--- src/sv/grsm_pkg.sv ---
// ---------------------------------------------------------------------------
// grsm_pkg : shared types and constants of the Golomb-Rice set matcher
// Widths, operation codes, register indexes and the command beat carried
// from the front queue to the decode engine.
// ---------------------------------------------------------------------------
package grsm_pkg;

   // field widths
   localparam int HASH_W   = 64;
   localparam int BYTE_W   = 8;
   localparam int COUNT_W  = 32;
   localparam int RICE_W   = 6;
   localparam int OP_W     = 2;

   // query table sizing (up to 16 queries)
   localparam int MAX_QUERIES = 16;
   localparam int QCNT_W      = $clog2(MAX_QUERIES + 1);
   localparam int QIDX_W      = (MAX_QUERIES > 1) ? $clog2(MAX_QUERIES) : 1;

   // command queue between front and back, depth must be a power of two
   localparam int CMDQ_DEPTH = 4;
   localparam int CMDQ_PTR_W = $clog2(CMDQ_DEPTH);
   localparam int CMDQ_CNT_W = $clog2(CMDQ_DEPTH + 1);

   // bit-serial walk over one filter byte
   localparam int BITCNT_W = $clog2(BYTE_W + 1);

   // configuration registers
   localparam int                REG_IDX_W         = 1;
   localparam logic [REG_IDX_W-1:0] REG_RICE_BITS     = 1'd0;
   localparam logic [REG_IDX_W-1:0] REG_ELEMENT_COUNT = 1'd1;
   localparam logic [RICE_W-1:0]    RICE_RESET        = 6'd19;

   // operation codes
   typedef enum logic [OP_W-1:0] {
      OP_LOAD  = 2'd0,
      OP_BYTE  = 2'd1,
      OP_CLEAR = 2'd2,
      OP_NONE  = 2'd3
   } op_type;

   // one classified command beat
   typedef struct packed {
      op_type              op;
      logic [HASH_W-1:0]   query_hash;
      logic [BYTE_W-1:0]   filter_byte;
   } cmd_type;

endpackage

--- src/sv/grsm_front.sv ---
// ---------------------------------------------------------------------------
// grsm_front : input side of the set matcher
// Accepts request beats, classifies the operation code and holds them in a
// short queue so that the decode engine can stall on its own.
// ---------------------------------------------------------------------------
module grsm_front (
   input  logic                         clock,
   input  logic                         reset,
   input  logic                         push,
   output logic                         full,
   input  logic [grsm_pkg::OP_W-1:0]    req_operation,
   input  logic [grsm_pkg::HASH_W-1:0]  req_query_hash,
   input  logic [grsm_pkg::BYTE_W-1:0]  req_filter_byte,
   output logic                         cmd_valid,
   output grsm_pkg::cmd_type            cmd,
   input  logic                         cmd_take
);
   import grsm_pkg::*;

   cmd_type                entry_ff [CMDQ_DEPTH];
   logic [CMDQ_PTR_W-1:0]  wr_ptr_ff, wr_ptr_in;
   logic [CMDQ_PTR_W-1:0]  rd_ptr_ff, rd_ptr_in;
   logic [CMDQ_CNT_W-1:0]  count_ff, count_in;
   logic                   do_push;
   logic                   do_pop;
   cmd_type                new_cmd;

   // classify the incoming beat
   always_comb begin
      new_cmd.op          = op_type'(req_operation);
      new_cmd.query_hash  = req_query_hash;
      new_cmd.filter_byte = req_filter_byte;
   end

   assign full      = (count_ff == CMDQ_CNT_W'(CMDQ_DEPTH));
   assign cmd_valid = (count_ff != '0);
   assign cmd       = entry_ff[rd_ptr_ff];
   assign do_push   = push && !full;
   assign do_pop    = cmd_take && cmd_valid;

   // pointers wrap naturally, depth is a power of two
   always_comb begin
      wr_ptr_in = do_push ? wr_ptr_ff + 1'b1 : wr_ptr_ff;
      rd_ptr_in = do_pop  ? rd_ptr_ff + 1'b1 : rd_ptr_ff;
      count_in  = count_ff;
      if (do_push && !do_pop) begin
         count_in = count_ff + 1'b1;
      end else if (do_pop && !do_push) begin
         count_in = count_ff - 1'b1;
      end
   end

   always_ff @(posedge clock) begin
      if (reset) begin
         wr_ptr_ff <= '0;
         rd_ptr_ff <= '0;
         count_ff  <= '0;
      end else begin
         wr_ptr_ff <= wr_ptr_in;
         rd_ptr_ff <= rd_ptr_in;
         count_ff  <= count_in;
      end
   end

   // queue storage, payload only
   always_ff @(posedge clock) begin
      if (do_push) begin
         entry_ff[wr_ptr_ff] <= new_cmd;
      end
   end

   // queue bookkeeping checks
   a_count_bound: assert property (@(posedge clock) disable iff (reset)
      count_ff <= CMDQ_CNT_W'(CMDQ_DEPTH))
      else $error("command queue count above depth");

   a_ptr_gap: assert property (@(posedge clock) disable iff (reset)
      (count_ff == '0) |-> (wr_ptr_ff == rd_ptr_ff))
      else $error("empty queue with pointers apart");

   a_push_count: assert property (@(posedge clock) disable iff (reset)
      (do_push && !do_pop) |=> (count_ff == $past(count_ff) + 1'b1))
      else $error("push without count step");

endmodule

--- src/sv/grsm_back.sv ---
// ---------------------------------------------------------------------------
// grsm_back : decode engine of the set matcher
// Walks filter bytes one bit a cycle through the Golomb-Rice decoder, pausing
// to add each delta to the running value and merge it against the query table,
// one query per cycle. Holds the result register seen on the output side.
// ---------------------------------------------------------------------------
module grsm_back (
   input  logic                          clock,
   input  logic                          reset,
   input  logic                          cmd_valid,
   input  grsm_pkg::cmd_type             cmd,
   output logic                          cmd_take,
   input  logic [grsm_pkg::RICE_W-1:0]   rice_bits,
   input  logic [grsm_pkg::COUNT_W-1:0]  element_count,
   output logic                          empty,
   input  logic                          pop,
   output logic                          rsp_decided,
   output logic                          rsp_matched,
   output logic [grsm_pkg::COUNT_W-1:0]  rsp_values_decoded
);
   import grsm_pkg::*;

   typedef enum logic [4:0] {
      S_IDLE   = 5'b00001,
      S_BIT    = 5'b00010,
      S_FINISH = 5'b00100,
      S_MERGE  = 5'b01000,
      S_RESULT = 5'b10000
   } state_type;

   state_type               state_ff, state_in;
   logic [HASH_W-1:0]       qtab_ff [MAX_QUERIES];
   logic                    qtab_we;
   logic [QCNT_W-1:0]       qcnt_ff, qcnt_in;
   logic [QCNT_W-1:0]       qpos_ff, qpos_in;
   logic [HASH_W-1:0]       unary_ff, unary_in;
   logic [HASH_W-1:0]       racc_ff, racc_in;
   logic [RICE_W-1:0]       seen_ff, seen_in;
   logic                    in_rem_ff, in_rem_in;
   logic [HASH_W-1:0]       run_ff, run_in;
   logic [COUNT_W-1:0]      total_ff, total_in;
   logic                    final_ff, final_in;
   logic                    match_ff, match_in;
   logic [BYTE_W-1:0]       shreg_ff, shreg_in;
   logic [BITCNT_W-1:0]     taken_ff, taken_in;
   logic                    rsp_valid_ff, rsp_valid_in;
   logic                    rsp_decided_ff, rsp_decided_in;
   logic                    rsp_matched_ff, rsp_matched_in;
   logic [COUNT_W-1:0]      rsp_count_ff, rsp_count_in;
   logic                    exhausted;
   logic                    cur_bit;
   logic                    go_finish;
   logic [HASH_W-1:0]       qhead;

   assign empty              = !rsp_valid_ff;
   assign rsp_decided        = rsp_decided_ff;
   assign rsp_matched        = rsp_matched_ff;
   assign rsp_values_decoded = rsp_count_ff;

   assign exhausted = !final_ff && (total_ff >= element_count);
   assign cur_bit   = shreg_ff[BYTE_W-1];
   assign qhead     = qtab_ff[qpos_ff[QIDX_W-1:0]];

   // engine sequencing
   always_comb begin
      state_in       = state_ff;
      qcnt_in        = qcnt_ff;
      qpos_in        = qpos_ff;
      unary_in       = unary_ff;
      racc_in        = racc_ff;
      seen_in        = seen_ff;
      in_rem_in      = in_rem_ff;
      run_in         = run_ff;
      total_in       = total_ff;
      final_in       = final_ff;
      match_in       = match_ff;
      shreg_in       = shreg_ff;
      taken_in       = taken_ff;
      rsp_valid_in   = rsp_valid_ff && !pop;
      rsp_decided_in = rsp_decided_ff;
      rsp_matched_in = rsp_matched_ff;
      rsp_count_in   = rsp_count_ff;
      cmd_take       = 1'b0;
      qtab_we        = 1'b0;
      go_finish      = 1'b0;

      unique case (state_ff)
         S_IDLE: begin
            // start only once the result slot will be free
            if (cmd_valid && (!rsp_valid_ff || pop)) begin
               cmd_take = 1'b1;
               state_in = S_RESULT;
               unique case (cmd.op)
                  OP_LOAD: begin
                     if (qcnt_ff < QCNT_W'(MAX_QUERIES)) begin
                        qtab_we = 1'b1;
                        qcnt_in = qcnt_ff + 1'b1;
                     end
                  end
                  OP_BYTE: begin
                     shreg_in = cmd.filter_byte;
                     taken_in = '0;
                     state_in = S_BIT;
                  end
                  OP_CLEAR: begin
                     qcnt_in   = '0;
                     qpos_in   = '0;
                     unary_in  = '0;
                     racc_in   = '0;
                     seen_in   = '0;
                     in_rem_in = 1'b0;
                     run_in    = '0;
                     total_in  = '0;
                     final_in  = 1'b0;
                     match_in  = 1'b0;
                  end
                  OP_NONE: begin
                  end
                  default: begin
                  end
               endcase
            end
         end

         S_BIT: begin
            if (final_ff || exhausted) begin
               // answer final: rest of the byte is dropped
               if (exhausted) begin
                  final_in = 1'b1;
                  match_in = 1'b0;
               end
               state_in = S_RESULT;
            end else begin
               shreg_in = {shreg_ff[BYTE_W-2:0], 1'b0};
               taken_in = taken_ff + 1'b1;
               if (!in_rem_ff) begin
                  if (cur_bit) begin
                     unary_in = unary_ff + 1'b1;
                  end else begin
                     in_rem_in = 1'b1;
                     racc_in   = '0;
                     seen_in   = '0;
                     go_finish = (rice_bits == '0);
                  end
               end else begin
                  racc_in   = {racc_ff[HASH_W-2:0], cur_bit};
                  seen_in   = seen_ff + 1'b1;
                  go_finish = (({1'b0, seen_ff} + 1'b1) >= {1'b0, rice_bits});
               end
               if (go_finish) begin
                  state_in = S_FINISH;
               end else if (taken_ff == BITCNT_W'(BYTE_W - 1)) begin
                  state_in = S_RESULT;
               end
            end
         end

         S_FINISH: begin
            // remainder fits below the shifted quotient, so OR joins them
            run_in    = run_ff + ((unary_ff << rice_bits) | racc_ff);
            total_in  = total_ff + 1'b1;
            unary_in  = '0;
            racc_in   = '0;
            seen_in   = '0;
            in_rem_in = 1'b0;
            state_in  = S_MERGE;
         end

         S_MERGE: begin
            // one query compared per cycle
            if (qpos_ff < qcnt_ff) begin
               if (qhead == run_ff) begin
                  final_in = 1'b1;
                  match_in = 1'b1;
                  state_in = S_RESULT;
               end else if (qhead > run_ff) begin
                  state_in = (taken_ff == BITCNT_W'(BYTE_W)) ? S_RESULT : S_BIT;
               end else begin
                  qpos_in = qpos_ff + 1'b1;
               end
            end else begin
               final_in = 1'b1;
               match_in = 1'b0;
               state_in = S_RESULT;
            end
         end

         S_RESULT: begin
            if (exhausted) begin
               final_in = 1'b1;
               match_in = 1'b0;
            end
            rsp_valid_in   = 1'b1;
            rsp_decided_in = final_ff || exhausted;
            rsp_matched_in = final_ff && match_ff && !exhausted;
            rsp_count_in   = total_ff;
            state_in       = S_IDLE;
         end

         default: begin
            state_in = S_IDLE;
         end
      endcase
   end

   // control state
   always_ff @(posedge clock) begin
      if (reset) begin
         state_ff     <= S_IDLE;
         qcnt_ff      <= '0;
         qpos_ff      <= '0;
         unary_ff     <= '0;
         racc_ff      <= '0;
         seen_ff      <= '0;
         in_rem_ff    <= 1'b0;
         run_ff       <= '0;
         total_ff     <= '0;
         final_ff     <= 1'b0;
         match_ff     <= 1'b0;
         taken_ff     <= '0;
         rsp_valid_ff <= 1'b0;
      end else begin
         state_ff     <= state_in;
         qcnt_ff      <= qcnt_in;
         qpos_ff      <= qpos_in;
         unary_ff     <= unary_in;
         racc_ff      <= racc_in;
         seen_ff      <= seen_in;
         in_rem_ff    <= in_rem_in;
         run_ff       <= run_in;
         total_ff     <= total_in;
         final_ff     <= final_in;
         match_ff     <= match_in;
         taken_ff     <= taken_in;
         rsp_valid_ff <= rsp_valid_in;
      end
   end

   // payload: byte shifter, result beat and query table
   always_ff @(posedge clock) begin
      shreg_ff       <= shreg_in;
      rsp_decided_ff <= rsp_decided_in;
      rsp_matched_ff <= rsp_matched_in;
      rsp_count_ff   <= rsp_count_in;
      if (qtab_we) begin
         qtab_ff[qcnt_ff[QIDX_W-1:0]] <= cmd.query_hash;
      end
   end

   // engine checks
   a_slot_free: assert property (@(posedge clock) disable iff (reset)
      (state_ff == S_RESULT) |-> !rsp_valid_ff)
      else $error("result slot overwritten");

   a_qpos_bound: assert property (@(posedge clock) disable iff (reset)
      (qpos_ff <= qcnt_ff) && (qcnt_ff <= QCNT_W'(MAX_QUERIES)))
      else $error("query pointer beyond loaded queries");

   a_bits_bound: assert property (@(posedge clock) disable iff (reset)
      (state_ff == S_BIT) |-> (taken_ff <= BITCNT_W'(BYTE_W)))
      else $error("bit walk ran past the byte");

   a_match_final: assert property (@(posedge clock) disable iff (reset)
      rsp_valid_ff |-> (!rsp_matched_ff || rsp_decided_ff))
      else $error("match reported before answer is final");

endmodule

--- src/sv/golomb_rice_set_matcher_top.sv ---
// ---------------------------------------------------------------------------
// golomb_rice_set_matcher_top : Golomb-Rice coded set membership matcher
// Loads sorted query hashes, decodes a Golomb-Rice coded set stream and
// reports whether any query hits a decoded value. Holds the registers.
//
//   channel   handshake           payload
//   request   push / full         req_operation, req_query_hash, req_filter_byte
//   result    empty / pop         rsp_decided, rsp_matched, rsp_values_decoded
//   config    csr_we              csr_index, csr_wdata
//
// Load, clear and idle beats pass from the idle state to the result state. A filter
// byte is walked bit by bit in the bit state; each value it completes passes an add
// state and a compare state that steps past one query at a time, and stopping in the
// bit walk on a final answer or a run-out value count takes a last visit to the bit state.
// One beat at a time in the engine; a 4-beat queue in front keeps accepting
// while it is busy or the result waits for pop. Synchronous active-high reset.
// ---------------------------------------------------------------------------
module golomb_rice_set_matcher_top (
   input  logic                              clock,
   input  logic                              reset,
   input  logic                              push,
   output logic                              full,
   input  logic [grsm_pkg::OP_W-1:0]         req_operation,
   input  logic [grsm_pkg::HASH_W-1:0]       req_query_hash,
   input  logic [grsm_pkg::BYTE_W-1:0]       req_filter_byte,
   output logic                              empty,
   input  logic                              pop,
   output logic                              rsp_decided,
   output logic                              rsp_matched,
   output logic [grsm_pkg::COUNT_W-1:0]      rsp_values_decoded,
   input  logic                              csr_we,
   input  logic [grsm_pkg::REG_IDX_W-1:0]    csr_index,
   input  logic [grsm_pkg::COUNT_W-1:0]      csr_wdata
);
   import grsm_pkg::*;

   logic [RICE_W-1:0]   rice_bits_ff, rice_bits_in;
   logic [COUNT_W-1:0]  element_count_ff, element_count_in;
   logic                cmd_valid;
   logic                cmd_take;
   cmd_type             cmd;

   // configuration registers
   always_comb begin
      rice_bits_in     = rice_bits_ff;
      element_count_in = element_count_ff;
      if (csr_we) begin
         unique case (csr_index)
            REG_RICE_BITS:     rice_bits_in     = csr_wdata[RICE_W-1:0];
            REG_ELEMENT_COUNT: element_count_in = csr_wdata;
            default: begin
            end
         endcase
      end
   end

   always_ff @(posedge clock) begin
      if (reset) begin
         rice_bits_ff     <= RICE_RESET;
         element_count_ff <= '0;
      end else begin
         rice_bits_ff     <= rice_bits_in;
         element_count_ff <= element_count_in;
      end
   end

   // request side
   grsm_front u_front (
      .clock           (clock),
      .reset           (reset),
      .push            (push),
      .full            (full),
      .req_operation   (req_operation),
      .req_query_hash  (req_query_hash),
      .req_filter_byte (req_filter_byte),
      .cmd_valid       (cmd_valid),
      .cmd             (cmd),
      .cmd_take        (cmd_take)
   );

   // decode and merge engine
   grsm_back u_back (
      .clock              (clock),
      .reset              (reset),
      .cmd_valid          (cmd_valid),
      .cmd                (cmd),
      .cmd_take           (cmd_take),
      .rice_bits          (rice_bits_ff),
      .element_count      (element_count_ff),
      .empty              (empty),
      .pop                (pop),
      .rsp_decided        (rsp_decided),
      .rsp_matched        (rsp_matched),
      .rsp_values_decoded (rsp_values_decoded)
   );

endmodule
--- config.mk ---
export PLATFORM = sky130hd
export DESIGN_NAME = golomb_rice_set_matcher_top
export DESIGN_NICKNAME = d
export VERILOG_FILES = /design/src/sv/grsm_pkg.sv /design/src/sv/grsm_front.sv /design/src/sv/grsm_back.sv /design/src/sv/golomb_rice_set_matcher_top.sv
export SDC_FILE = /design/constraint.sdc
export NUM_CORES = 2
export LEC_CHECK = 0
export ABC_CLOCK_PERIOD_IN_PS = 14600
export BUFFER_PORTS_ARGS = -buffer_cell sky130_fd_sc_hd__buf_2
export CAP_MARGIN = 15
export CORE_ASPECT_RATIO = 0.6
export CORE_MARGIN = 5
export CORE_UTILIZATION = 60
export CTS_BUF_LIST = sky130_fd_sc_hd__clkbuf_8
export CTS_CLUSTER_DIAMETER = 60
export CTS_CLUSTER_SIZE = 24
export DETAILED_ROUTE_END_ITERATION = 8
export PLACE_DENSITY = 0.8
export SLEW_MARGIN = 15
export SYNTH_ARGS = -nofsm -noshare
export SYNTH_HDL_FRONTEND = slang
export SYNTH_HIERARCHICAL = 1
export SYNTH_SLANG_ARGS = --single-unit
--- constraint.sdc ---
create_clock -name clock -period 14.6 [get_ports clock]
set_input_delay 2.19 -clock clock [delete_from_list [all_inputs] [get_ports clock]]
set_output_delay 2.19 -clock clock [all_outputs]
set_load 0.05 [all_outputs]
==> flow_summary.json <==
{
  "status": "finished with violations",
  "violations": "DRC",
  "path_clk_slew_ns": 0.14,
  "cp_max_fo": 67,
  "track_usage_pct": 26.66,
  "portBuffers": 147,
  "fin_skew_ns": 0.06282,
  "ys_ff_latch": 1666,
  "clkPwrFrac_pct": 22.4,
  "fp.dieH_um": 279.0,
  "rsz0062_at_grt": "no",
  "r2r_setup_slack_ns": 7.46,
  "syn_nets": 4869,
  "holdWs_ns": 0.4861,
  "ys.flop_type": "edfxtp_1",
  "insertion_delay_ns": 0.85,
  "num_vias": 41500,
  "fin_crit_sh_pct": 48.88,
  "area_delta_synth_final_pct": 5.604,
  "ir_drop_mv": 0.1095,
  "utilization_pct": 64.00,
  "yosysSeqAreaShare_pct": 64.91,
  "cts-root-buf": "clkbuf_8",
  "startpoint_type": "register",
  "synthAdderAreaFrac_pct": 3.236,
  "cts_tree": "yes",
  "drt_pass1_iterations": 9,
  "ant_nets": 0,
  "power_frac_comb_pct": 15.0,
  "synth_cells": 4571,
  "synth.area.mux_share_pct": 14.76,
  "routedWlPerCell_um": 27.12,
  "synth_simple_gate_area_share_pct": 6.237,
  "synth_compound_area_share_pct": 6.811,
  "min_from": "element_count_ff[2]$_SDFFE_PP0P_",
  "start_util_pct": 60.61,
  "nets": 4939,
  "cp.arrival_ns": 7.85,
  "grt_antenna_before_repair": 11,
  "finalMaxSlewViolations": 0,
  "wirelength_um": 170900,
  "h-tree-depth": 3,
  "drt_iter0_markers": 5066,
  "setup_viol": 0,
  "netlist_area_um2": 72380,
  "hold_end": "element_count_ff[2]$_SDFFE_PP0P_",
  "pin_count": 148,
  "power.switching_w": 0.002446,
  "p_sw_share_pct": 26.65,
  "slew_headroom_pct": 16.38,
  "synth_top_family_by_area": "multiplexers",
  "core-area_um2": 119400,
  "yosysUniqueCellTypes": 91,
  "rr_worst_depth": 17,
  "die_x_um": 458.4,
  "clock-sinks": 1666,
  "synth_edf_count": 1362,
  "internal_power_w": 0.006731,
  "cts_buffers": 85,
  "worst_pin_slew_ns": 1.223,
  "hpwlAfterDp_um": 109400,
  "fmax_ghz": 0.1401,
  "grt_pass1_vias": 40730,
  "powerDensity_nw_per_um2": 120.1,
  "synth.avg_cell_area_um2": 15.83,
  "die_area_um2": 127900,
  "hp-class": "reg -> reg",
  "yosysWarnings": 6,
  "cts_buffer_depth": 3,
  "worst_setup_path_end_kind": "register",
  "crit_type": "reg -> reg",
  "final_cells": 6301,
  "grt_max_degree": 117,
  "seqPwrFrac_pct": 62.6,
  "place_congestion": 0.9784,
  "fin_setup_tns_ns": 0,
  "report.power.total_w": 0.009177,
  "post_cts_buffers": 0,
  "dp.cells": 6154,
  "drc": 3,
  "viasPerCell": 6.587,
  "maxCapViolCount": 0,
  "cts_resized": 0,
  "rows": 98,
  "synthXorXnorAreaFrac_pct": 1.742,
  "grt.overflow.total": 0,
  "r2r-end": "u_back/qpos_ff[3]$_SDFFE_PP0P_",
  "ctsHoldBuffers": 0,
  "grt_pass1_wl_um": 257300,
  "min_path_cells": 2,
  "leakagePower_nw": 25.18,
  "synth-async-reset-ratio_pct": 0,
  "layout-drive-gt1-share_pct": 19.03,
  "fin_crit_ns": 7.137,
  "hold_violations": 0,
  "cp.required_ns": 15.32
}
[sequential cells by signal, indices dropped and copies added, names as in the netlist, named ones only]
| register | cells |
|---|---|
| u_back/qtab_ff | 1024 |
| u_front/entry_ff | 296 |
| u_back/racc_ff | 64 |
| u_back/run_ff | 64 |
| u_back/unary_ff | 64 |
| element_count_ff | 32 |
| u_back/rsp_values_decoded | 32 |
| u_back/total_ff | 32 |
| u_back/shreg_ff | 8 |
| rice_bits_ff | 6 |
| u_back/seen_ff | 6 |
| u_back/qcnt_ff | 5 |
| u_back/qpos_ff | 5 |
| u_back/state_ff | 5 |
| u_back/taken_ff | 4 |
| u_front/count_ff | 3 |
| u_front/rd_ptr_ff | 2 |
| u_front/wr_ptr_ff | 2 |
| u_back/final_ff | 1 |
| u_back/in_rem_ff | 1 |
| u_back/match_ff | 1 |
| u_back/rsp_decided | 1 |
| u_back/rsp_matched | 1 |
| u_back/rsp_valid_ff | 1 |
[worst max-delay path by stage]
stage               startpoint                               to  slack [ns]  cells past startpoint
floorplan                  pop  u_back/qtab_ff[10][0]$_DFFE_PP_        4.97                      6
global placement      register   u_back/qpos_ff[3]$_SDFFE_PP0P_        7.82                     17
finish                register   u_back/qpos_ff[3]$_SDFFE_PP0P_        7.46                     17
CTS                   register   u_back/qpos_ff[3]$_SDFFE_PP0P_        7.58                     17
detailed placement    register   u_back/qpos_ff[3]$_SDFFE_PP0P_        7.63                     17
global route          register                         register        7.24                     17
[through the flow]
stage	cell area, um2	worst slack [ns]
after floorplan	72380	4.975
after global placement	74780	7.823
after detailed placement	74780	7.626
after CTS	76410	7.585
after global routing	76430	7.235
final	76440	7.463
[power groups by stage]
stage,registers (W),clock network (W),logic (W)
after floorplan,0.00588,0,0.000874
after global placement,0.00584,0,0.00131
after detailed placement,0.00585,0,0.00137
after CTS,0.00574,0.00210,0.00137
after global routing,0.00576,0.00230,0.00149
final,0.00574,0.00205,0.00138
[Yosys cell counts, types with 27 or more instances]
cell type     n  area [um2]
a22oi_1      33       247.7
clkbuf_1    152       570.6
nand3_1      55       275.3
a21o_1       78       585.6
a22o_1       69       604.3
inv_1       149       559.3
mux4_2      441        9932
edfxtp_1   1362       40900
nor3_1       29       145.1
a21oi_1     186       930.9
nor2_1      297        1115
ha_1        184        2302
buf_1        45       168.9
dfxtp_1     304        6086
nand4_1      54       337.8
xnor2_1      63       551.8
o21bai_1     33       247.7
o21ai_0     126       630.6
nand2b_1     37       231.5
o22ai_1      27       168.9
mux2i_1      66       660.6
xor2_1       81       709.4
nand2_1     290        1089
a21oi_2      29       254.0
and3_1       27       168.9
a21bo_1      29       290.3
[placed cells by master (no fill, tap or decap), types with 63 or more instances in the layout]
cell and count:
clkbuf_8 86, edfxtp_1 1362, inv_1 175, dfxtp_1 293, mux2i_1 66, ha_1 184, a22o_1 69, xnor2_1 63
buf_4 73, buf_2 146, mux4_2 441, a21o_1 78, xor2_1 81, nand2_1 290, nor2_1 291, a21oi_1 186
o21ai_0 126
[logic make-up (layout without fill, tap and decap cells)]
logic type	Yosys count	count (layout)
multiplexers	515	515
buffers and inverters	389	511
AND/OR/NAND/NOR	943	943
flip-flops	1666	1666
AO/OA/AOI/OAI	728	728
XOR/XNOR	144	144
adder cells (fa/ha/maj)	186	186
other	0	8
[layout make-up]
cell class,count,area (um2)
diodes,8,20.02
clock inverters,53,452.9
inverters,152,570.5
flip-flops and latches,1666,47020
clock buffers,86,1184
multi-input cells,2516,23890
repair buffers,220,1299
fillers,8333,42990
well taps,1600,2002
[routing by layer]
metal	up-vias	share of wire [%]	track usage [%]
met5	-	0.098	0.8791
met4	6	2.0	5.581
met3	225	11	6.656
met2	2097	45	40.33
met1	21240	42	40.01
li1	17930	-	-
[critical path, stage by stage, from the launching register on]
cell and delay, ns:
dfxtp_4 0.71, buf_4 0.87, buf_4 0.75, mux4_2 0.43, mux4_2 0.49, ha_1 0.33
nand4_1 0.15, nor2_1 0.22, and4b_1 0.42, nor4bb_1 0.23, a211oi_1 0.31, nand2_1 0.18
a311o_1 0.30, a221oi_1 0.83, and2_1 0.28, nand3_1 0.10, xor2_1 0.21, nor2_1 0.07
Power figures use the tool's default switching activity.
